<file path="src/assert_macros.svh">
// Assertion macros shared by the encoder modules.
`ifndef ASSERT_MACROS_SVH
`define ASSERT_MACROS_SVH

// Checked on every clock edge, masked while reset is held.
`define QPE_ASSERT(lbl, prop, msg) \
  lbl: assert property (@(posedge clk) disable iff (!rst_n) (prop)) else $error(msg);

// Checked on every clock edge, reset included.
`define QPE_ASSERT_ALWAYS(lbl, prop, msg) \
  lbl: assert property (@(posedge clk) (prop)) else $error(msg);

`endif

</file>
<file path="src/qpe_pkg.sv">
// Shared types, constants and helper functions of the quoted-printable encoder.
package qpe_pkg;

  // Character codes
  localparam logic [7:0] CHAR_EQ    = 8'h3D;
  localparam logic [7:0] CHAR_CR    = 8'h0D;
  localparam logic [7:0] CHAR_LF    = 8'h0A;
  localparam logic [7:0] CHAR_TAB   = 8'h09;
  localparam logic [7:0] CHAR_SPACE = 8'h20;

  // Literal ranges
  localparam logic [7:0] LIT_LO_A = 8'd33;
  localparam logic [7:0] LIT_HI_A = 8'd60;
  localparam logic [7:0] LIT_LO_B = 8'd62;
  localparam logic [7:0] LIT_HI_B = 8'd126;

  // Configuration
  localparam logic [7:0] RESET_THRESHOLD = 8'd76;
  localparam int unsigned CFG_DATA_W = 8;

  typedef enum logic {
    CFG_EBCDIC_SAFE    = 1'b0,
    CFG_LINE_THRESHOLD = 1'b1
  } cfg_idx_t;

  typedef enum logic {
    CMD_DATA = 1'b0,
    CMD_END  = 1'b1
  } cmd_t;

  // Held whitespace codes
  localparam logic [1:0] HELD_NONE  = 2'd0;
  localparam logic [1:0] HELD_TAB   = 2'd1;
  localparam logic [1:0] HELD_SPACE = 2'd2;

  // Queue depth between front and back
  localparam int unsigned QUEUE_DEPTH = 2;

  // Output slots of one item, emitted in ascending order
  localparam int unsigned NUM_SLOTS = 10;
  localparam int unsigned SLOT_W    = 4;
  localparam logic [SLOT_W-1:0] SLOT_B1_EQ = 4'd0;
  localparam logic [SLOT_W-1:0] SLOT_B1_CR = 4'd1;
  localparam logic [SLOT_W-1:0] SLOT_B1_LF = 4'd2;
  localparam logic [SLOT_W-1:0] SLOT_WS    = 4'd3;
  localparam logic [SLOT_W-1:0] SLOT_B2_EQ = 4'd4;
  localparam logic [SLOT_W-1:0] SLOT_B2_CR = 4'd5;
  localparam logic [SLOT_W-1:0] SLOT_B2_LF = 4'd6;
  localparam logic [SLOT_W-1:0] SLOT_BODY0 = 4'd7;
  localparam logic [SLOT_W-1:0] SLOT_HEX_H = 4'd8;
  localparam logic [SLOT_W-1:0] SLOT_HEX_L = 4'd9;

  typedef logic [NUM_SLOTS-1:0] slot_mask_t;

  // Work descriptor handed from front to back
  typedef struct packed {
    logic       brk1;    // soft break before the held whitespace
    logic       ws_vld;  // held whitespace goes out
    logic       ws_tab;  // it is a tab, else a space
    logic       brk2;    // soft break before the body
    logic       lit;     // body is the byte itself
    logic       hex;     // body is =XY
    logic [7:0] byte_value;
  } qpe_desc_t;

  // Upper-case hex digit
  function automatic logic [7:0] hex_char(input logic [3:0] nib);
    logic [7:0] r;
    if (nib < 4'd10) r = 8'h30 + {4'd0, nib};
    else             r = 8'h37 + {4'd0, nib};
    return r;
  endfunction

  // Punctuation that does not survive EBCDIC gateways
  function automatic logic ebcdic_unsafe(input logic [7:0] c);
    logic r;
    case (c)
      8'd33, 8'd34, 8'd35, 8'd36, 8'd64, 8'd91, 8'd92, 8'd93, 8'd94, 8'd96,
      8'd123, 8'd124, 8'd125, 8'd126: r = 1'b1;
      default:                        r = 1'b0;
    endcase
    return r;
  endfunction

  // Which output slots a descriptor fills
  function automatic slot_mask_t desc_mask(input qpe_desc_t d);
    slot_mask_t m;
    m             = '0;
    m[SLOT_B1_EQ] = d.brk1;
    m[SLOT_B1_CR] = d.brk1;
    m[SLOT_B1_LF] = d.brk1;
    m[SLOT_WS]    = d.ws_vld;
    m[SLOT_B2_EQ] = d.brk2;
    m[SLOT_B2_CR] = d.brk2;
    m[SLOT_B2_LF] = d.brk2;
    m[SLOT_BODY0] = d.lit | d.hex;
    m[SLOT_HEX_H] = d.hex;
    m[SLOT_HEX_L] = d.hex;
    return m;
  endfunction

endpackage

</file>
<file path="src/qpe_in_if.sv">
// Input channel: one byte or an end-of-input command per beat.
interface qpe_in_if;
  logic       valid;
  logic       ready;
  logic       cmd;
  logic [7:0] byte_value;

  modport source (output valid, output cmd, output byte_value, input ready);
  modport sink   (input valid, input cmd, input byte_value, output ready);
endinterface

</file>
<file path="src/qpe_out_if.sv">
// Output channel: one encoded character per beat.
interface qpe_out_if;
  logic       valid;
  logic       ready;
  logic [7:0] out_char;
  logic       last;

  modport source (output valid, output out_char, output last, input ready);
  modport sink   (input valid, input out_char, input last, output ready);
endinterface

</file>
<file path="src/qpe_front.sv">
// Front end: classifies input beats, tracks line length and held whitespace.
module qpe_front (
  input  logic                clk,
  input  logic                rst_n,
  input  logic                ebcdic_safe,
  input  logic [7:0]          line_threshold,
  input  logic                in_valid,
  output logic                in_ready,
  input  logic                in_cmd,
  input  logic [7:0]          in_byte,
  input  logic                q_full,
  output logic                q_push,
  output qpe_pkg::qpe_desc_t  q_desc
);
  import qpe_pkg::*;

  logic [7:0] line_count_r, line_count_nxt;
  logic [1:0] held_r, held_nxt;

  logic       accept;
  logic       is_tab, is_space, is_lit;
  logic [8:0] sum1, sum2;
  logic [7:0] cnt1, n2;
  logic       b1, b2;

  assign in_ready = !q_full;
  assign accept   = in_valid && !q_full;

  // Classify the byte
  always_comb begin
    is_tab   = (in_byte == CHAR_TAB);
    is_space = (in_byte == CHAR_SPACE);
    is_lit   = (((in_byte >= LIT_LO_A) && (in_byte <= LIT_HI_A)) ||
                ((in_byte >= LIT_LO_B) && (in_byte <= LIT_HI_B))) &&
               !(ebcdic_safe && ebcdic_unsafe(in_byte));
  end

  // Line accounting: flush of held whitespace, then the body
  always_comb begin
    sum1 = {1'b0, line_count_r} + 9'd1;
    b1   = (held_r != HELD_NONE) && (sum1 >= {1'b0, line_threshold});
    if (held_r == HELD_NONE) cnt1 = line_count_r;
    else if (b1)             cnt1 = 8'd1;
    else                     cnt1 = sum1[7:0];

    n2   = is_lit ? 8'd1 : 8'd3;
    sum2 = {1'b0, cnt1} + {1'b0, n2};

    q_desc            = '0;
    q_desc.brk1       = b1;
    q_desc.ws_vld     = (held_r != HELD_NONE);
    q_desc.ws_tab     = (held_r == HELD_TAB);
    q_desc.byte_value = in_byte;

    line_count_nxt = line_count_r;
    held_nxt       = held_r;
    b2             = 1'b0;
    q_push         = 1'b0;

    if (accept) begin
      if (in_cmd == CMD_END) begin
        b2             = (cnt1 != 8'd0);
        line_count_nxt = 8'd0;
        held_nxt       = HELD_NONE;
        q_push         = q_desc.ws_vld || b2;
      end else if (is_tab || is_space) begin
        line_count_nxt = cnt1;
        held_nxt       = is_tab ? HELD_TAB : HELD_SPACE;
        q_push         = q_desc.ws_vld;
      end else begin
        b2             = (sum2 >= {1'b0, line_threshold});
        line_count_nxt = b2 ? n2 : sum2[7:0];
        held_nxt       = HELD_NONE;
        q_desc.lit     = is_lit;
        q_desc.hex     = !is_lit;
        q_push         = 1'b1;
      end
    end
    q_desc.brk2 = b2;
  end

  always_ff @(posedge clk) begin
    if (!rst_n) begin
      line_count_r <= '0;
      held_r       <= HELD_NONE;
    end else begin
      line_count_r <= line_count_nxt;
      held_r       <= held_nxt;
    end
  end

endmodule

</file>
<file path="src/qpe_queue.sv">
// Small descriptor queue between the front end and the emitter.
`include "assert_macros.svh"
module qpe_queue #(
  parameter int unsigned DEPTH = qpe_pkg::QUEUE_DEPTH
) (
  input  logic                clk,
  input  logic                rst_n,
  input  logic                push,
  input  qpe_pkg::qpe_desc_t  push_desc,
  input  logic                pop,
  output qpe_pkg::qpe_desc_t  head_desc,
  output logic                empty,
  output logic                full
);
  import qpe_pkg::*;

  localparam int unsigned AW = (DEPTH > 1) ? $clog2(DEPTH) : 1;
  localparam int unsigned CW = $clog2(DEPTH + 1);
  localparam logic [AW-1:0] LAST_PTR = AW'(DEPTH - 1);
  localparam logic [CW-1:0] FULL_CNT = CW'(DEPTH);

  qpe_desc_t     mem_r [DEPTH];
  logic [AW-1:0] wr_ptr_r, wr_ptr_nxt;
  logic [AW-1:0] rd_ptr_r, rd_ptr_nxt;
  logic [CW-1:0] count_r, count_nxt;

  assign empty     = (count_r == '0);
  assign full      = (count_r == FULL_CNT);
  assign head_desc = mem_r[rd_ptr_r];

  // Pointer and fill-level update
  always_comb begin
    wr_ptr_nxt = wr_ptr_r;
    rd_ptr_nxt = rd_ptr_r;
    count_nxt  = count_r;
    if (push) wr_ptr_nxt = (wr_ptr_r == LAST_PTR) ? '0 : wr_ptr_r + AW'(1);
    if (pop)  rd_ptr_nxt = (rd_ptr_r == LAST_PTR) ? '0 : rd_ptr_r + AW'(1);
    if (push && !pop)      count_nxt = count_r + CW'(1);
    else if (pop && !push) count_nxt = count_r - CW'(1);
  end

  always_ff @(posedge clk) begin
    if (!rst_n) begin
      wr_ptr_r <= '0;
      rd_ptr_r <= '0;
      count_r  <= '0;
    end else begin
      wr_ptr_r <= wr_ptr_nxt;
      rd_ptr_r <= rd_ptr_nxt;
      count_r  <= count_nxt;
    end
  end

  // Storage
  always_ff @(posedge clk) begin
    if (push) mem_r[wr_ptr_r] <= push_desc;
  end

  `QPE_ASSERT(a_no_overflow, !(push && full), "queue push while full")
  `QPE_ASSERT(a_no_underflow, !(pop && empty), "queue pop while empty")
  `QPE_ASSERT(a_count_bound, count_r <= FULL_CNT, "queue fill level out of range")

endmodule

</file>
<file path="src/qpe_back.sv">
// Emitter: walks the output slots of each descriptor, one character per beat.
`include "assert_macros.svh"
module qpe_back (
  input  logic                clk,
  input  logic                rst_n,
  input  qpe_pkg::qpe_desc_t  head_desc,
  input  logic                q_empty,
  output logic                q_pop,
  output logic                out_valid,
  input  logic                out_ready,
  output logic [7:0]          out_char,
  output logic                out_last
);
  import qpe_pkg::*;

  slot_mask_t  pm_r, pm_nxt;
  qpe_desc_t   desc_r;
  logic        out_valid_r, out_valid_nxt;
  logic [7:0]  out_char_r, out_char_nxt;
  logic        out_last_r, out_last_nxt;

  qpe_desc_t         cur_desc;
  slot_mask_t        cur_mask, sel, rem;
  logic [SLOT_W-1:0] slot;
  logic              out_free, use_head, emit;
  logic [7:0]        ch;

  assign out_free = !out_valid_r || out_ready;
  assign use_head = (pm_r == '0) && !q_empty;
  assign cur_desc = use_head ? head_desc : desc_r;
  assign cur_mask = use_head ? desc_mask(head_desc) : pm_r;
  assign emit     = out_free && (cur_mask != '0);
  assign q_pop    = out_free && use_head;

  // Lowest pending slot
  always_comb begin
    sel  = cur_mask & (~cur_mask + slot_mask_t'(1));
    rem  = cur_mask & ~sel;
    slot = '0;
    for (int i = 0; i < NUM_SLOTS; i++) begin
      if (sel[i]) slot = SLOT_W'(i);
    end
  end

  // Character for the selected slot
  always_comb begin
    unique case (slot) inside
      SLOT_B1_EQ, SLOT_B2_EQ: ch = CHAR_EQ;
      SLOT_B1_CR, SLOT_B2_CR: ch = CHAR_CR;
      SLOT_B1_LF, SLOT_B2_LF: ch = CHAR_LF;
      SLOT_WS:                ch = cur_desc.ws_tab ? CHAR_TAB : CHAR_SPACE;
      SLOT_BODY0:             ch = cur_desc.lit ? cur_desc.byte_value : CHAR_EQ;
      SLOT_HEX_H:             ch = hex_char(cur_desc.byte_value[7:4]);
      SLOT_HEX_L:             ch = hex_char(cur_desc.byte_value[3:0]);
      default:                ch = CHAR_EQ;
    endcase
  end

  // Output register and remaining-slot tracking
  always_comb begin
    pm_nxt        = pm_r;
    out_valid_nxt = out_valid_r;
    out_char_nxt  = out_char_r;
    out_last_nxt  = out_last_r;
    if (out_free) begin
      out_valid_nxt = emit;
      if (emit) begin
        pm_nxt       = rem;
        out_char_nxt = ch;
        out_last_nxt = (rem == '0);
      end
    end
  end

  always_ff @(posedge clk) begin
    if (!rst_n) begin
      pm_r        <= '0;
      out_valid_r <= 1'b0;
    end else begin
      pm_r        <= pm_nxt;
      out_valid_r <= out_valid_nxt;
    end
  end

  always_ff @(posedge clk) begin
    out_char_r <= out_char_nxt;
    out_last_r <= out_last_nxt;
    if (q_pop) desc_r <= head_desc;
  end

  assign out_valid = out_valid_r;
  assign out_char  = out_char_r;
  assign out_last  = out_last_r;

  `QPE_ASSERT(a_pending_shown, (pm_r != '0) |-> out_valid_r,
              "slots pending without a character on the output")
  `QPE_ASSERT(a_last_drains, (out_valid_r && out_last_r) |-> (pm_r == '0),
              "last beat flagged while slots remain")
  `QPE_ASSERT(a_pop_when_done, q_pop |-> (pm_r == '0),
              "new descriptor taken before the current one finished")

endmodule

</file>
<file path="src/quoted_printable_encoder.sv">
// Quoted-printable encoder top: byte or end-command beats in, encoded characters out.
// The first character of an item passes through the descriptor queue and then the output
// register. Throughput: one character per cycle while the output is not stalled, so an item
// gives 0 to 10 characters (literal 1, hex 3, each soft break 3, held whitespace 1).
// One input beat per cycle is taken while the descriptor queue has room.
// Reset (rst_n low, synchronous): state and queue clear, ebcdic_safe 0, line_threshold 76.
module quoted_printable_encoder #(
  parameter int unsigned QUEUE_DEPTH = qpe_pkg::QUEUE_DEPTH
) (
  input  logic                          clk,
  input  logic                          rst_n,
  qpe_in_if.sink                        in_ch,
  qpe_out_if.source                     out_ch,
  input  logic                          cfg_we,
  input  logic                          cfg_idx,
  input  logic [qpe_pkg::CFG_DATA_W-1:0] cfg_wdata
);
  import qpe_pkg::*;

  logic       ebcdic_safe_r;
  logic [7:0] line_threshold_r;

  logic       q_push, q_pop, q_full, q_empty;
  qpe_desc_t  push_desc, head_desc;

  // Configuration registers
  always_ff @(posedge clk) begin
    if (!rst_n) begin
      ebcdic_safe_r    <= 1'b0;
      line_threshold_r <= RESET_THRESHOLD;
    end else if (cfg_we) begin
      case (cfg_idx)
        CFG_EBCDIC_SAFE:    ebcdic_safe_r    <= cfg_wdata[0];
        CFG_LINE_THRESHOLD: line_threshold_r <= cfg_wdata[7:0];
        default:            ;
      endcase
    end
  end

  qpe_front u_front (
    .clk            (clk),
    .rst_n          (rst_n),
    .ebcdic_safe    (ebcdic_safe_r),
    .line_threshold (line_threshold_r),
    .in_valid       (in_ch.valid),
    .in_ready       (in_ch.ready),
    .in_cmd         (in_ch.cmd),
    .in_byte        (in_ch.byte_value),
    .q_full         (q_full),
    .q_push         (q_push),
    .q_desc         (push_desc)
  );

  qpe_queue #(
    .DEPTH (QUEUE_DEPTH)
  ) u_queue (
    .clk       (clk),
    .rst_n     (rst_n),
    .push      (q_push),
    .push_desc (push_desc),
    .pop       (q_pop),
    .head_desc (head_desc),
    .empty     (q_empty),
    .full      (q_full)
  );

  qpe_back u_back (
    .clk       (clk),
    .rst_n     (rst_n),
    .head_desc (head_desc),
    .q_empty   (q_empty),
    .q_pop     (q_pop),
    .out_valid (out_ch.valid),
    .out_ready (out_ch.ready),
    .out_char  (out_ch.out_char),
    .out_last  (out_ch.last)
  );

endmodule
</file>
<file path="src/flat_wrapper.sv">
// flat-port wrapper written by rule: the top's interface ports become plain ports
module quoted_printable_encoder_flat import qpe_pkg::*;
#(
  parameter int unsigned QUEUE_DEPTH = qpe_pkg::QUEUE_DEPTH
)
  (clk, rst_n, cfg_we, cfg_idx, cfg_wdata, in_ch_valid, in_ch_cmd, in_ch_byte_value, in_ch_ready, out_ch_valid, out_ch_out_char, out_ch_last, out_ch_ready);
  qpe_in_if in_ch_i ();
  qpe_out_if out_ch_i ();
  input  logic clk;
  input  logic rst_n;
  input  logic cfg_we;
  input  logic cfg_idx;
  input  logic [qpe_pkg::CFG_DATA_W-1:0] cfg_wdata;
  input wire logic [$bits(in_ch_i.valid)-1:0] in_ch_valid;
  input wire logic [$bits(in_ch_i.cmd)-1:0] in_ch_cmd;
  input wire logic [$bits(in_ch_i.byte_value)-1:0] in_ch_byte_value;
  output wire logic [$bits(in_ch_i.ready)-1:0] in_ch_ready;
  output wire logic [$bits(out_ch_i.valid)-1:0] out_ch_valid;
  output wire logic [$bits(out_ch_i.out_char)-1:0] out_ch_out_char;
  output wire logic [$bits(out_ch_i.last)-1:0] out_ch_last;
  input wire logic [$bits(out_ch_i.ready)-1:0] out_ch_ready;
  assign in_ch_i.valid = in_ch_valid;
  assign in_ch_i.cmd = in_ch_cmd;
  assign in_ch_i.byte_value = in_ch_byte_value;
  assign in_ch_ready = in_ch_i.ready;
  assign out_ch_valid = out_ch_i.valid;
  assign out_ch_out_char = out_ch_i.out_char;
  assign out_ch_last = out_ch_i.last;
  assign out_ch_i.ready = out_ch_ready;
  quoted_printable_encoder #(.QUEUE_DEPTH(QUEUE_DEPTH)) u_core (.clk(clk), .rst_n(rst_n), .in_ch(in_ch_i), .out_ch(out_ch_i), .cfg_we(cfg_we), .cfg_idx(cfg_idx), .cfg_wdata(cfg_wdata));
endmodule
</file>
<file path="config.mk">
export PLATFORM = sky130hd
export DESIGN_NAME = quoted_printable_encoder_flat
export DESIGN_NICKNAME = d
export VERILOG_FILES = /design/src/qpe_pkg.sv /design/src/qpe_in_if.sv /design/src/qpe_out_if.sv /design/src/qpe_front.sv /design/src/qpe_queue.sv /design/src/qpe_back.sv /design/src/quoted_printable_encoder.sv /design/src/flat_wrapper.sv
export VERILOG_INCLUDE_DIRS = /design/src /design/src/src
export SDC_FILE = /design/constraint.sdc
export NUM_CORES = 1
export LEC_CHECK = 0
export CORE_ASPECT_RATIO = 1.5
export CORE_UTILIZATION = 25
export CTS_CLUSTER_DIAMETER = 50
export DETAILED_ROUTE_END_ITERATION = 12
export DONT_BUFFER_PORTS = 1
export PLACE_DENSITY = 0.41
export SKIP_CTS_REPAIR_TIMING = 1
export SYNTH_ARGS = -nofsm -noshare
export SYNTH_HDL_FRONTEND = slang
export SYNTH_HIERARCHICAL = 1
export SYNTH_SLANG_ARGS = --single-unit
</file>
<file path="constraint.sdc">
create_clock -name clk -period 7.41 [get_ports clk]
set_clock_uncertainty 0.15 [all_clocks]
set_input_delay 1.1115 -clock clk [delete_from_list [all_inputs] [get_ports clk]]
set_output_delay 1.1115 -clock clk [all_outputs]
set_load 0.05 [all_outputs]
</file>
After elaboration in Yosys (flattened, before gate mapping) --
Memory sizes are Yosys's and may differ from the RTL's. A register that Yosys moved wholly into a read port is not among the register bits. Cells that the tools add are included.
Cells by class: add/subtract/negate cells 11, magnitude comparators 8, equality and inequality tests 26, multiplexer cells 43, bitwise operators 6, reduce and logical (&&, ||, !) cells 36
Operator list (number):
- equality test 8 x 7 -> 1 bit, second input constant | 10
- two-way mux 8 bit | 6
- case mux 8 bit (6 select lines) | 1
- equality test 8 x 6 -> 1 bit, second input constant | 5
- adder 6 x 4 -> 7 bit, first input constant | 4
- two-way mux 2 bit | 11
- AND 10 bit | 2
- logical NOT 10 bit | 2
- inverter 10 bit | 2
- >= comparator 9 x 8 -> 1 bit | 2
- >= comparator 8 x 6 -> 1 bit, second input constant | 2
- two-way mux 1 bit | 14
- two-way mux 7 bit | 2
- OR reduction 14 bit | 1
- equality test 4 x 3 -> 1 bit, second input constant | 3
- two-way mux 12 bit | 1
- two-way mux 3 bit | 4
- logical AND 1 bit | 11
- adder 10 x 1 -> 10 bit, second input constant | 1
- two-way mux 10 bit | 1
- nonzero test 10 bit | 1
- adder 8 x 1 -> 9 bit, second input constant | 1
- adder 8 x 2 -> 9 bit | 1
- equality test 4 x 2 -> 1 bit, second input constant | 2
- 22 further kinds | 40
Word-level totals: bits in registers 55, RAM bits 28, output and inout port bits 11, memories 1
Memories:
- u_core.u_queue.mem_r | depth 2, bits a word 14, rd ports 1, clocked after memory_dff 1, wr ports 1, line qpe_queue.sv:22 | qpe_desc_t mem_r [DEPTH];

Depth between registers and ports, before layout --
Gate-level depths: netlist of run 1.
depth after elaboration 19, mapped depth 23, mapped depth without buffers 23

Modules after synthesis --
Netlist of run 1, hierarchy kept.
By module, submodules not included:
- qpe_back | times used 1, cells an instance 207, area an instance 1901.8 um^2
- qpe_front | times used 1, cells an instance 241, area an instance 1799.2 um^2
- qpe_queue | times used 1, cells an instance 65, area an instance 1224.9 um^2
- quoted_printable_encoder | times used 1, cells an instance 41, area an instance 370.4 um^2

Worst setup path after synthesis of run 1 --
OpenSTA, ideal clock, no wires.
path kind flip-flop to flip-flop, start point reg u_core.u_front.line_count_r[0], end point mem u_core/u_queue/mem_r[0][10] in the netlist's numbering (data pin), arrival 5.202 ns, slack 1.930 ns, cell stages (with the launch flop) 24, path buffers 1, period minus slack after synthesis 5.480 ns, cells stage by stage dfxtp_1 -> ha_1 -> nand3_2 -> nor2_1 -> xor2_1 -> ha_1 -> a21o_1 -> a221o_1 -> a21o_1 -> o31ai_1 -> ha_1 -> nor2_1 -> a21oi_1 -> o31ai_1 -> nor4_1 -> xnor2_1 -> ha_1 -> inv_1 -> o2111ai_1 -> o2111ai_1 -> a21oi_1 -> a41oi_2 -> a2111oi_1 -> buf_4
On the way: longest elaborated chain between the ends 10
Ends and longest elaborated chain:
- start, declared | line qpe_front.sv:17 | logic [7:0] line_count_r, line_count_nxt;
- start signal, assigned | line qpe_front.sv:87 | line_count_r <= line_count_nxt;
- adder 8 x 1 -> 9 bit | line qpe_front.sv:40 | sum1 = {1'b0, line_count_r} + 9'd1;
- >= comparator 9 x 8 -> 1 bit | line qpe_front.sv:41 | b1 = (held_r != HELD_NONE) && (sum1 >= {1'b0, line_threshold});
- logical AND 1 bit | line qpe_front.sv:41
- two-way mux 8 bit | line qpe_front.sv:43 | else if (b1) cnt1 = 8'd1;
- two-way mux 8 bit (*) | line qpe_front.sv:42 | if (held_r == HELD_NONE) cnt1 = line_count_r;
- adder 8 x 2 -> 9 bit | line qpe_front.sv:47 | sum2 = {1'b0, cnt1} + {1'b0, n2};
- >= comparator 9 x 8 -> 1 bit | line qpe_front.sv:71 | b2 = (sum2 >= {1'b0, line_threshold});
- two-way mux 1 bit | line qpe_front.sv:66 | end else if (is_tab || is_space) begin
- two-way mux 1 bit (*) | line qpe_front.sv:61 | if (in_cmd == CMD_END) begin
- two-way mux 1 bit (*) | line qpe_front.sv:60 | if (accept) begin
- net u_core.u_front.b2 | line qpe_front.sv:24 | logic b1, b2;
- end, declared | line qpe_queue.sv:22
The timed path passes the listed nets; every way through them passes the cells marked *.

==> impl_metrics.prom, run 1 <==
# TYPE chip_impl_metric gauge
chip_impl_info{name="sort_of_element_at_the_start_of_the_critical_path",value="flop"} 1
chip_impl_info{name="netlist.top_cell.by_area",value="sky130_fd_sc_hd__edfxtp_1"} 1
chip_impl_info{name="yosysMostFrequentCell",value="sky130_fd_sc_hd__nand2_1"} 1
chip_impl_info{name="clock_tree_from_tritoncts",value="built"} 1
chip_impl_metric{name="grt_start_max_net_pins",unit=""} 37
chip_impl_metric{name="num_vias",unit=""} 4243
chip_impl_metric{name="vdd.ir_drop.worst",unit="µV"} 151
chip_impl_metric{name="post-route-period-util",unit="%"} 86.2
chip_impl_info{name="clockRootBuffer",value="sky130_fd_sc_hd__clkbuf_16"} 1
chip_impl_metric{name="fin_total_pwr",unit="W"} 0.00255
chip_impl_metric{name="area_of_the_core_region",unit="µm²"} 20600
chip_impl_metric{name="timing.final.setup_violations",unit=""} 0
chip_impl_info{name="crit_path_end_kind",value="flop"} 1
chip_impl_metric{name="synth_area_per_cell",unit="µm²"} 9.56
chip_impl_metric{name="layout.nets",unit=""} 582
chip_impl_metric{name="cp_data_arrival_time",unit="ns"} 6.32
chip_impl_metric{name="max_slew.worst_pin.slew",unit="ns"} 0.932
chip_impl_metric{name="worstPathBufferInverterCount",unit=""} 1
chip_impl_metric{name="postLayoutCoreUtil",unit="%"} 27.8
chip_impl_metric{name="antenna_violations_before_repair",unit=""} 0
chip_impl_metric{name="postRouteAntennaNets",unit=""} 0
chip_impl_metric{name="drive_gt1_share",unit="%"} 10.5
chip_impl_metric{name="design.portCount",unit=""} 34
chip_impl_info{name="synth.top_cells.by_area",value="sky130_fd_sc_hd__edfxtp_1 27%, sky130_fd_sc_hd__dfxtp_1 13%, sky130_fd_sc_hd__ha_1 5.0%"} 1
chip_impl_metric{name="cts.sinks",unit=""} 81
chip_impl_info{name="critPathSlowestCell",value="sky130_fd_sc_hd__a2111oi_1"} 1
chip_impl_metric{name="max_cap_viol_count",unit=""} 0
chip_impl_metric{name="routed_wl",unit="mm"} 14.7
chip_impl_metric{name="seq_area_frac_synth",unit="%"} 39.5
chip_impl_metric{name="die-width",unit="µm"} 121
chip_impl_metric{name="timing.final.max_slew_violations",unit=""} 0
chip_impl_metric{name="gpl.final_weighted_congestion",unit=""} 0.874
chip_impl_metric{name="normalized_max_slew_margin",unit="%"} 37.5
chip_impl_metric{name="p_per_area",unit="nW/µm²"} 445
chip_impl_metric{name="critical_path.max_stage_delay",unit="ns"} 0.55
chip_impl_metric{name="grt_first_pass_wirelength",unit="mm"} 23.4
chip_impl_metric{name="mappedNetlistArea",unit="µm²"} 5300
chip_impl_metric{name="std_cell_rows",unit=""} 64
chip_impl_metric{name="clkTransAtPathRegs",unit="ns"} 0.06
chip_impl_info{name="status",value="completed"} 1
chip_impl_metric{name="timing.fmax",unit="MHz"} 157
chip_impl_info{name="worstSetupPathType",value="reg2reg"} 1
chip_impl_metric{name="synth_cell_type_count",unit=""} 76
chip_impl_metric{name="first_global_vias",unit=""} 4276
chip_impl_metric{name="die-area",unit="µm²"} 21800
chip_impl_metric{name="async_flop_share",unit="%"} 0
chip_impl_metric{name="die_height",unit="µm"} 180
chip_impl_metric{name="drt-pass1-iter-count",unit=""} 5
chip_impl_metric{name="syn2layout_area_growth",unit="%"} 8.13
chip_impl_info{name="post_synth_most_frequent_cells",value="51 x sky130_fd_sc_hd__nand2_1, 47 x sky130_fd_sc_hd__edfxtp_1, 35 x sky130_fd_sc_hd__inv_1"} 1
chip_impl_metric{name="power_leakage",unit="nW"} 2.09
chip_impl_info{name="holdCritPathClass",value="reg2reg"} 1
chip_impl_metric{name="grtUsageTotal",unit="%"} 14.0
chip_impl_metric{name="htree_levels",unit=""} 3
chip_impl_metric{name="netlist_instances",unit=""} 554
chip_impl_metric{name="max-clock-path-buffers",unit=""} 2
chip_impl_metric{name="cts-buffers-inserted",unit=""} 9
chip_impl_metric{name="antenna_cells_inserted",unit=""} 0
chip_impl_metric{name="post_synthesis_net_count",unit=""} 599
chip_impl_metric{name="whs",unit="ns"} 0.299
chip_impl_metric{name="final-hold-violation-count",unit=""} 0
chip_impl_metric{name="drc_errors",unit=""} 0
chip_impl_metric{name="final_period_minus_worst_setup_slack",unit="ns"} 6.39
chip_impl_metric{name="synth_largest_type_area_fraction",unit="%"} 26.6
chip_impl_metric{name="dp_hpwl",unit="mm"} 11.4
chip_impl_metric{name="initial_utilization",unit="%"} 25.7
chip_impl_metric{name="worst_skew_pair.late_latency",unit="ns"} 0.34
chip_impl_metric{name="synth-edff-count",unit=""} 47
chip_impl_metric{name="worst-path-max-fanout",unit=""} 9
chip_impl_metric{name="grt_remaining_overflow",unit=""} 0
chip_impl_metric{name="tns",unit="ns"} 0
chip_impl_info{name="grt_setup_unrepaired",value="no"} 1
chip_impl_metric{name="drtIter0Drc",unit=""} 268
chip_impl_metric{name="worst_ep_required_time",unit="ns"} 7.34
chip_impl_metric{name="vias_per_cell",unit=""} 5.26
chip_impl_metric{name="ys_seq_elements",unit=""} 81
chip_impl_metric{name="numPortBuffers",unit=""} 0
chip_impl_info{name="synth_flop_cell",value="sky130_fd_sc_hd__edfxtp_1"} 1
chip_impl_metric{name="routed_wire_length_per_instance",unit="µm"} 18.3
chip_impl_info{name="top_cell_family_by_delay_on_the_critical_path",value="compound AO/OA/AOI/OAI gates"} 1
chip_impl_info{name="cp_cell_sequence",value="ha_1 -> nand3_2 -> nor2_1 -> xor2_1 -> ha_1 -> a21o_1 -> a221o_1 -> a21o_1 -> o31ai_1 -> ha_1 -> nor2_1 -> a21oi_1 -> o31ai_1 -> nor4_1 -> xnor2_1 -> ha_1 -> inv_1 -> o2111ai_1 -> o2111ai_1 -> a21oi_1 -> a41oi_2 -> a2111oi_1"} 1
chip_impl_info{name="library_cell_appearing_most_often_on_the_critical_path",value="sky130_fd_sc_hd__ha_1"} 1
chip_impl_metric{name="synth-warning-count",unit=""} 6
[power breakdown]
part	leakage, nW	total (W)	switching, W	internal, W
Sequential	0.719	0.000838	0.000175	0.000662
Clock	0.122	0.000417	0.000188	0.000229
Combinational	1.25	0.00129	0.000838	0.000455
[worst register-to-register path, stage by stage, from the launching register on]
cell	delay, ns
sky130_fd_sc_hd__dfxtp_1	0.48
sky130_fd_sc_hd__ha_1	0.32
sky130_fd_sc_hd__nand3_2	0.18
sky130_fd_sc_hd__nor2_1	0.21
sky130_fd_sc_hd__xor2_1	0.18
sky130_fd_sc_hd__ha_1	0.26
sky130_fd_sc_hd__a21o_1	0.18
sky130_fd_sc_hd__a221o_1	0.41
sky130_fd_sc_hd__a21o_1	0.26
sky130_fd_sc_hd__o31ai_1	0.40
sky130_fd_sc_hd__ha_1	0.28
sky130_fd_sc_hd__nor2_1	0.05
sky130_fd_sc_hd__a21oi_1	0.16
sky130_fd_sc_hd__o31ai_1	0.13
sky130_fd_sc_hd__nor4_1	0.34
sky130_fd_sc_hd__xnor2_1	0.15
sky130_fd_sc_hd__ha_1	0.34
sky130_fd_sc_hd__inv_1	0.05
sky130_fd_sc_hd__o2111ai_1	0.19
sky130_fd_sc_hd__o2111ai_1	0.14
sky130_fd_sc_hd__a21oi_1	0.53
sky130_fd_sc_hd__a41oi_2	0.18
sky130_fd_sc_hd__a2111oi_1	0.55
[cells by family (layout without fill, tap and decap cells)]
family / count (synthesis) / in the layout / share of synthesized area [%]
mux: 28 / 28 / 5.69
buf+inv: 67 / 55 / 6.24
flops: 81 / 81 / 39.5
xor+xnor: 19 / 19 / 3.14
compound gates: 146 / 146 / 21.1
simple gates: 190 / 190 / 18.8
fa+ha+maj: 23 / 23 / 5.53
[sequential cells by signal, indices dropped and copies added (netlist names), 2 cells and up, named ones only]
signal	count
u_core/u_front/line_count_r	8
u_core/u_queue/count_r	2
u_core/u_back/pm_r	9
u_core/line_threshold_r	8
u_core/u_queue/mem_r	28
u_core/u_front/held_r	2
u_core/u_back/out_char	8
u_core/u_back/desc_r	10
[worst paths after layout]
kind	start	end	slack, ns	cells past startpoint
max	u_core/u_front/line_count_r[0]	u_core/u_queue/mem_r[0][10]	1.02	22
min	u_core/line_threshold_r[7]	u_core/line_threshold_r[7]	0.30	2
max reg2reg	u_core/u_front/line_count_r[0]	u_core/u_queue/mem_r[0][10]	1.02	22
min reg2reg	u_core/line_threshold_r[7]	u_core/line_threshold_r[7]	0.30	2
[final cells by class]
class / count / area, µm²
timing repair buffer: 3 / 22.5
clock inverter: 5 / 40.0
fill: 2166 / 14900
sequential: 81 / 2090
multi-input combinational: 406 / 2870
tap: 264 / 330
inverter: 36 / 135
clock buffer: 11 / 233
[stage by stage]
step | cell area [µm²] | std cells | setup WS, ns
after floorplan | 5300 | 554 | 1.93
after global placement | 5450 | 790 | 1.25
after detailed placement | 5450 | 790 | 1.10
after CTS | 5730 | 806 | 1.07
after global routing | 5730 | 806 | 0.496
final | 5730 | 806 | 1.02
[cells in the final DEF (no fill, tap or decap), types with 6 or more instances in the layout]
cell type                   Yosys  layout
sky130_fd_sc_hd__a21o_1         9       9
sky130_fd_sc_hd__a21oi_1       24      24
sky130_fd_sc_hd__and2_1        11      11
sky130_fd_sc_hd__and3_1         6       6
sky130_fd_sc_hd__clkbuf_16      0       9
sky130_fd_sc_hd__dfxtp_1       34      34
sky130_fd_sc_hd__edfxtp_1      47      47
sky130_fd_sc_hd__ha_1          21      21
sky130_fd_sc_hd__inv_1         35      35
sky130_fd_sc_hd__mux2_2        17      17
sky130_fd_sc_hd__mux2i_1       11      11
sky130_fd_sc_hd__nand2_1       51      51
sky130_fd_sc_hd__nand3_1       21      21
sky130_fd_sc_hd__nand4_1        9       9
sky130_fd_sc_hd__nor2_1        34      34
sky130_fd_sc_hd__nor2b_1        8       8
sky130_fd_sc_hd__nor3_1        12      12
sky130_fd_sc_hd__nor4_1         7       7
sky130_fd_sc_hd__o211ai_1      13      13
sky130_fd_sc_hd__o21ai_0       18      18
sky130_fd_sc_hd__or3_1          7       7
sky130_fd_sc_hd__xnor2_1       11      11
sky130_fd_sc_hd__xor2_1         8       8
[layer usage]
layer	vias up	part of all wire (%)	track usage, %
li1	2048	-	-
met1	2037	39	14.5
met2	121	54	26.0
met3	37	3.1	2.34
met4	0	4.9	8.10
met5	-	0	0
No activity file was read; power rests on OpenSTA's default activity.
==> run 2: changes to the inputs <==
==> constraint.sdc (replaced) <==
create_clock -name clk -period 6.7 [get_ports clk]
set_clock_uncertainty 0.15 [all_clocks]
set_input_delay 1.005 -clock clk [delete_from_list [all_inputs] [get_ports clk]]
set_output_delay 1.005 -clock clk [all_outputs]
set_load 0.05 [all_outputs]
==> run 2 against run 1 <==
Die area is the same; largest power group unchanged; total power grew 13%; critical path type unchanged; global-route usage grew 0.12 points; clock-buffer cell count shrank 2; hold slack lost 0.0018 ns; final cell count grew 0.25%; via count shrank 0.19%; combinational power grew 12%.
==> impl_metrics.prom, run 2 (synthesis results as in run 1) <==
# TYPE chip_impl_metric gauge
chip_impl_info{name="status",value="completed"} 1
chip_impl_info{name="registers.top_by_ff_count",value="u_core/u_queue/mem_r"} 1
chip_impl_metric{name="worst_skew_pair.late_latency",unit="ns"} 0.35
chip_impl_info{name="critPathSlowestCell",value="sky130_fd_sc_hd__a2111oi_1"} 1
chip_impl_info{name="clock_tree_from_tritoncts",value="built"} 1
chip_impl_metric{name="ff2ff_path_depth",unit=""} 22
chip_impl_metric{name="post-route-period-util",unit="%"} 92.2
chip_impl_metric{name="normalized_max_slew_margin",unit="%"} 35.8
chip_impl_metric{name="gpl.final_weighted_congestion",unit=""} 0.853
chip_impl_metric{name="htree_levels",unit=""} 3
chip_impl_metric{name="grt_start_max_net_pins",unit=""} 37
chip_impl_metric{name="seqCellArea",unit="µm²"} 2090
chip_impl_metric{name="design.portCount",unit=""} 34
chip_impl_info{name="grt_setup_unrepaired",value="no"} 1
chip_impl_metric{name="die-area",unit="µm²"} 21800
chip_impl_metric{name="cp_data_arrival_time",unit="ns"} 6.12
chip_impl_metric{name="worst_ep_required_time",unit="ns"} 6.65
chip_impl_metric{name="multiInputGateArea",unit="µm²"} 2890
chip_impl_metric{name="drc_errors",unit=""} 0
chip_impl_info{name="sort_of_element_at_the_start_of_the_critical_path",value="flop"} 1
chip_impl_metric{name="num_vias",unit=""} 4235
chip_impl_metric{name="antenna_cells_inserted",unit=""} 0
chip_impl_metric{name="critical_path.max_stage_delay",unit="ns"} 0.53
chip_impl_metric{name="largest_reg_flops",unit=""} 28
chip_impl_metric{name="layout.cell_area.non_filler",unit="µm²"} 5780
chip_impl_metric{name="grt_remaining_overflow",unit=""} 0
chip_impl_info{name="final_common_cell",value="sky130_fd_sc_hd__nand2_1"} 1
chip_impl_info{name="r2r-end",value="u_core/u_queue/mem_r[0][10]"} 1
chip_impl_metric{name="cts.sinks",unit=""} 81
chip_impl_metric{name="syn2layout_area_growth",unit="%"} 9.19
chip_impl_metric{name="drtIter0Drc",unit=""} 225
chip_impl_info{name="library_cell_appearing_most_often_on_the_critical_path",value="sky130_fd_sc_hd__ha_1"} 1
chip_impl_metric{name="setup_slack_on_the_worst_flop_to_flop_path",unit="ns"} 0.53
chip_impl_metric{name="drt-pass1-iter-count",unit=""} 4
chip_impl_metric{name="fillers",unit=""} 2152
chip_impl_metric{name="routed_wl",unit="mm"} 14.8
chip_impl_info{name="worstHoldStart",value="u_core/line_threshold_r[1]"} 1
chip_impl_metric{name="grtUsageTotal",unit="%"} 14.1
chip_impl_metric{name="drive_gt1_share",unit="%"} 11.2
chip_impl_metric{name="routed_wire_length_per_instance",unit="µm"} 18.3
chip_impl_metric{name="area_of_placed_instances",unit="µm²"} 5470
chip_impl_metric{name="final_period_minus_worst_setup_slack",unit="ns"} 6.17
chip_impl_info{name="worstSetupPathType",value="reg2reg"} 1
chip_impl_metric{name="grt_first_pass_wirelength",unit="mm"} 23.3
chip_impl_metric{name="min_path_cells",unit=""} 2
chip_impl_info{name="crit-reg2reg-launch",value="u_core/u_front/line_count_r[0]"} 1
chip_impl_metric{name="max-clock-path-buffers",unit=""} 2
chip_impl_metric{name="numPlacedInstances",unit=""} 792
chip_impl_metric{name="numPortBuffers",unit=""} 0
chip_impl_metric{name="power_leakage",unit="nW"} 2.13
chip_impl_metric{name="first_global_vias",unit=""} 4271
chip_impl_metric{name="max_cap_viol_count",unit=""} 0
chip_impl_metric{name="vias_per_cell",unit=""} 5.24
chip_impl_info{name="layout.cells.most_common_list",value="51 x sky130_fd_sc_hd__nand2_1, 47 x sky130_fd_sc_hd__edfxtp_1, 35 x sky130_fd_sc_hd__inv_1, 34 x sky130_fd_sc_hd__dfxtp_1, 34 x sky130_fd_sc_hd__nor2_1"} 1
chip_impl_metric{name="worst-path-max-fanout",unit=""} 9
chip_impl_metric{name="area_of_the_core_region",unit="µm²"} 20600
chip_impl_info{name="largest_registers",value="u_core/u_queue/mem_r (28), u_core/u_back/desc_r (10), u_core/u_back/pm_r (9)"} 1
chip_impl_metric{name="timing.fmax",unit="MHz"} 162
chip_impl_metric{name="cts-buffers-inserted",unit=""} 9
chip_impl_info{name="crit_path_end_kind",value="flop"} 1
chip_impl_info{name="worstHoldEndpoint",value="u_core/line_threshold_r[1]"} 1
chip_impl_metric{name="antenna_violations_before_repair",unit=""} 0
chip_impl_info{name="cp_cell_sequence",value="ha_1 -> nand3_2 -> nor2_1 -> xor2_1 -> ha_1 -> a21o_1 -> a221o_1 -> a21o_1 -> o31ai_1 -> ha_1 -> nor2_1 -> a21oi_1 -> o31ai_1 -> nor4_1 -> xnor2_1 -> ha_1 -> inv_1 -> o2111ai_1 -> o2111ai_1 -> a21oi_4 -> a41oi_2 -> a2111oi_1"} 1
chip_impl_metric{name="p_per_area",unit="nW/µm²"} 496
chip_impl_metric{name="die-width",unit="µm"} 121
chip_impl_metric{name="die_height",unit="µm"} 180
chip_impl_metric{name="timing.final.max_slew_violations",unit=""} 0
chip_impl_metric{name="postRouteAntennaNets",unit=""} 0
chip_impl_metric{name="std_cell_rows",unit=""} 64
chip_impl_metric{name="vdd.ir_drop.worst",unit="µV"} 156
chip_impl_metric{name="initial_utilization",unit="%"} 25.7
chip_impl_metric{name="tns",unit="ns"} 0
chip_impl_metric{name="max_slew.worst_pin.slew",unit="ns"} 0.958
chip_impl_info{name="holdCritPathClass",value="reg2reg"} 1
chip_impl_metric{name="clkTransAtPathRegs",unit="ns"} 0.07
chip_impl_metric{name="layout.nets",unit=""} 584
chip_impl_metric{name="instances_no_fill",unit=""} 808
chip_impl_metric{name="timing.final.setup_violations",unit=""} 0
chip_impl_metric{name="final-hold-violation-count",unit=""} 0
chip_impl_metric{name="dp_hpwl",unit="mm"} 11.4
chip_impl_info{name="clockRootBuffer",value="sky130_fd_sc_hd__clkbuf_16"} 1
## run 2: metrics by stage
| step | setup WS (ns) | util [%] | hold slack, ns | power [W] |
|---|---|---|---|---|
| after global placement | 0.527 | 26.6 | 0.287 | 0.00236 |
| final | 0.526 | 28.1 | 0.297 | 0.00287 |
| after floorplan | 1.22 | - | 0.278 | 0.00201 |
| after global routing | 0.0272 | 28.1 | 0.318 | 0.00308 |
| after detailed placement | 0.348 | 26.6 | 0.290 | 0.00236 |
| after CTS | 0.342 | 28.0 | 0.300 | 0.00289 |
## run 2: area by class of cell
| class | count | area share (%) |
|---|---|---|
| multi-input combinational | 406 | 49.9 |
| sequential | 81 | 36.2 |
| tap | 264 | 5.71 |
| clock buffer | 9 | 3.89 |
| inverter | 36 | 2.34 |
| clock inverter | 7 | 1.34 |
| timing repair buffer | 5 | 0.649 |
## run 2: layer usage
layer  part of all wire, %  GRT usage (%)  up-vias
li1                      -              -     2059
met1                    38           14.2     2042
met2                    54           26.5      101
met3                   3.3           2.88       33
met4                   4.4           7.65        0
met5                     0              0        -
## run 2: critical path: cells and delay by family (launching register included)
kind | cells | cell delay (ns)
AO/OA/AOI/OAI | 11 | 2.93
XOR/XNOR | 2 | 0.33
buffers and inverters | 1 | 0.04
adder cells (fa/ha/maj) | 4 | 1.19
AND/OR/NAND/NOR | 4 | 0.79
flip-flops | 1 | 0.48
## run 2: how the worst max path moves through the flow
stage | from | endpoint | slack (ns) | depth (start not counted)
2_1_floorplan | u_core/u_front/line_count_r[0] | u_core/u_queue/mem_r[0][10] | 1.22 | 23
3_3_place_gp | u_core/u_front/line_count_r[0] | u_core/u_queue/mem_r[0][10] | 0.53 | 22
3_5_place_dp | u_core/u_front/line_count_r[0] | u_core/u_queue/mem_r[1][10] | 0.35 | 22
4_1_cts | u_core/u_front/line_count_r[0] | u_core/u_queue/mem_r[0][10] | 0.34 | 22
5_1_grt | u_core/u_front/line_count_r[0] | u_core/u_queue/mem_r[1][10] | 0.03 | 22
6_report | u_core/u_front/line_count_r[0] | u_core/u_queue/mem_r[0][10] | 0.53 | 22
## run 2: where the power goes
| part | switching (W) | total (W) | internal [W] | leakage (nW) |
|---|---|---|---|---|
| Clock | 0.000216 | 0.000508 | 0.000292 | 0.148 |
| Sequential | 0.000192 | 0.000925 | 0.000733 | 0.719 |
| Combinational | 0.000933 | 0.00144 | 0.000503 | 1.26 |
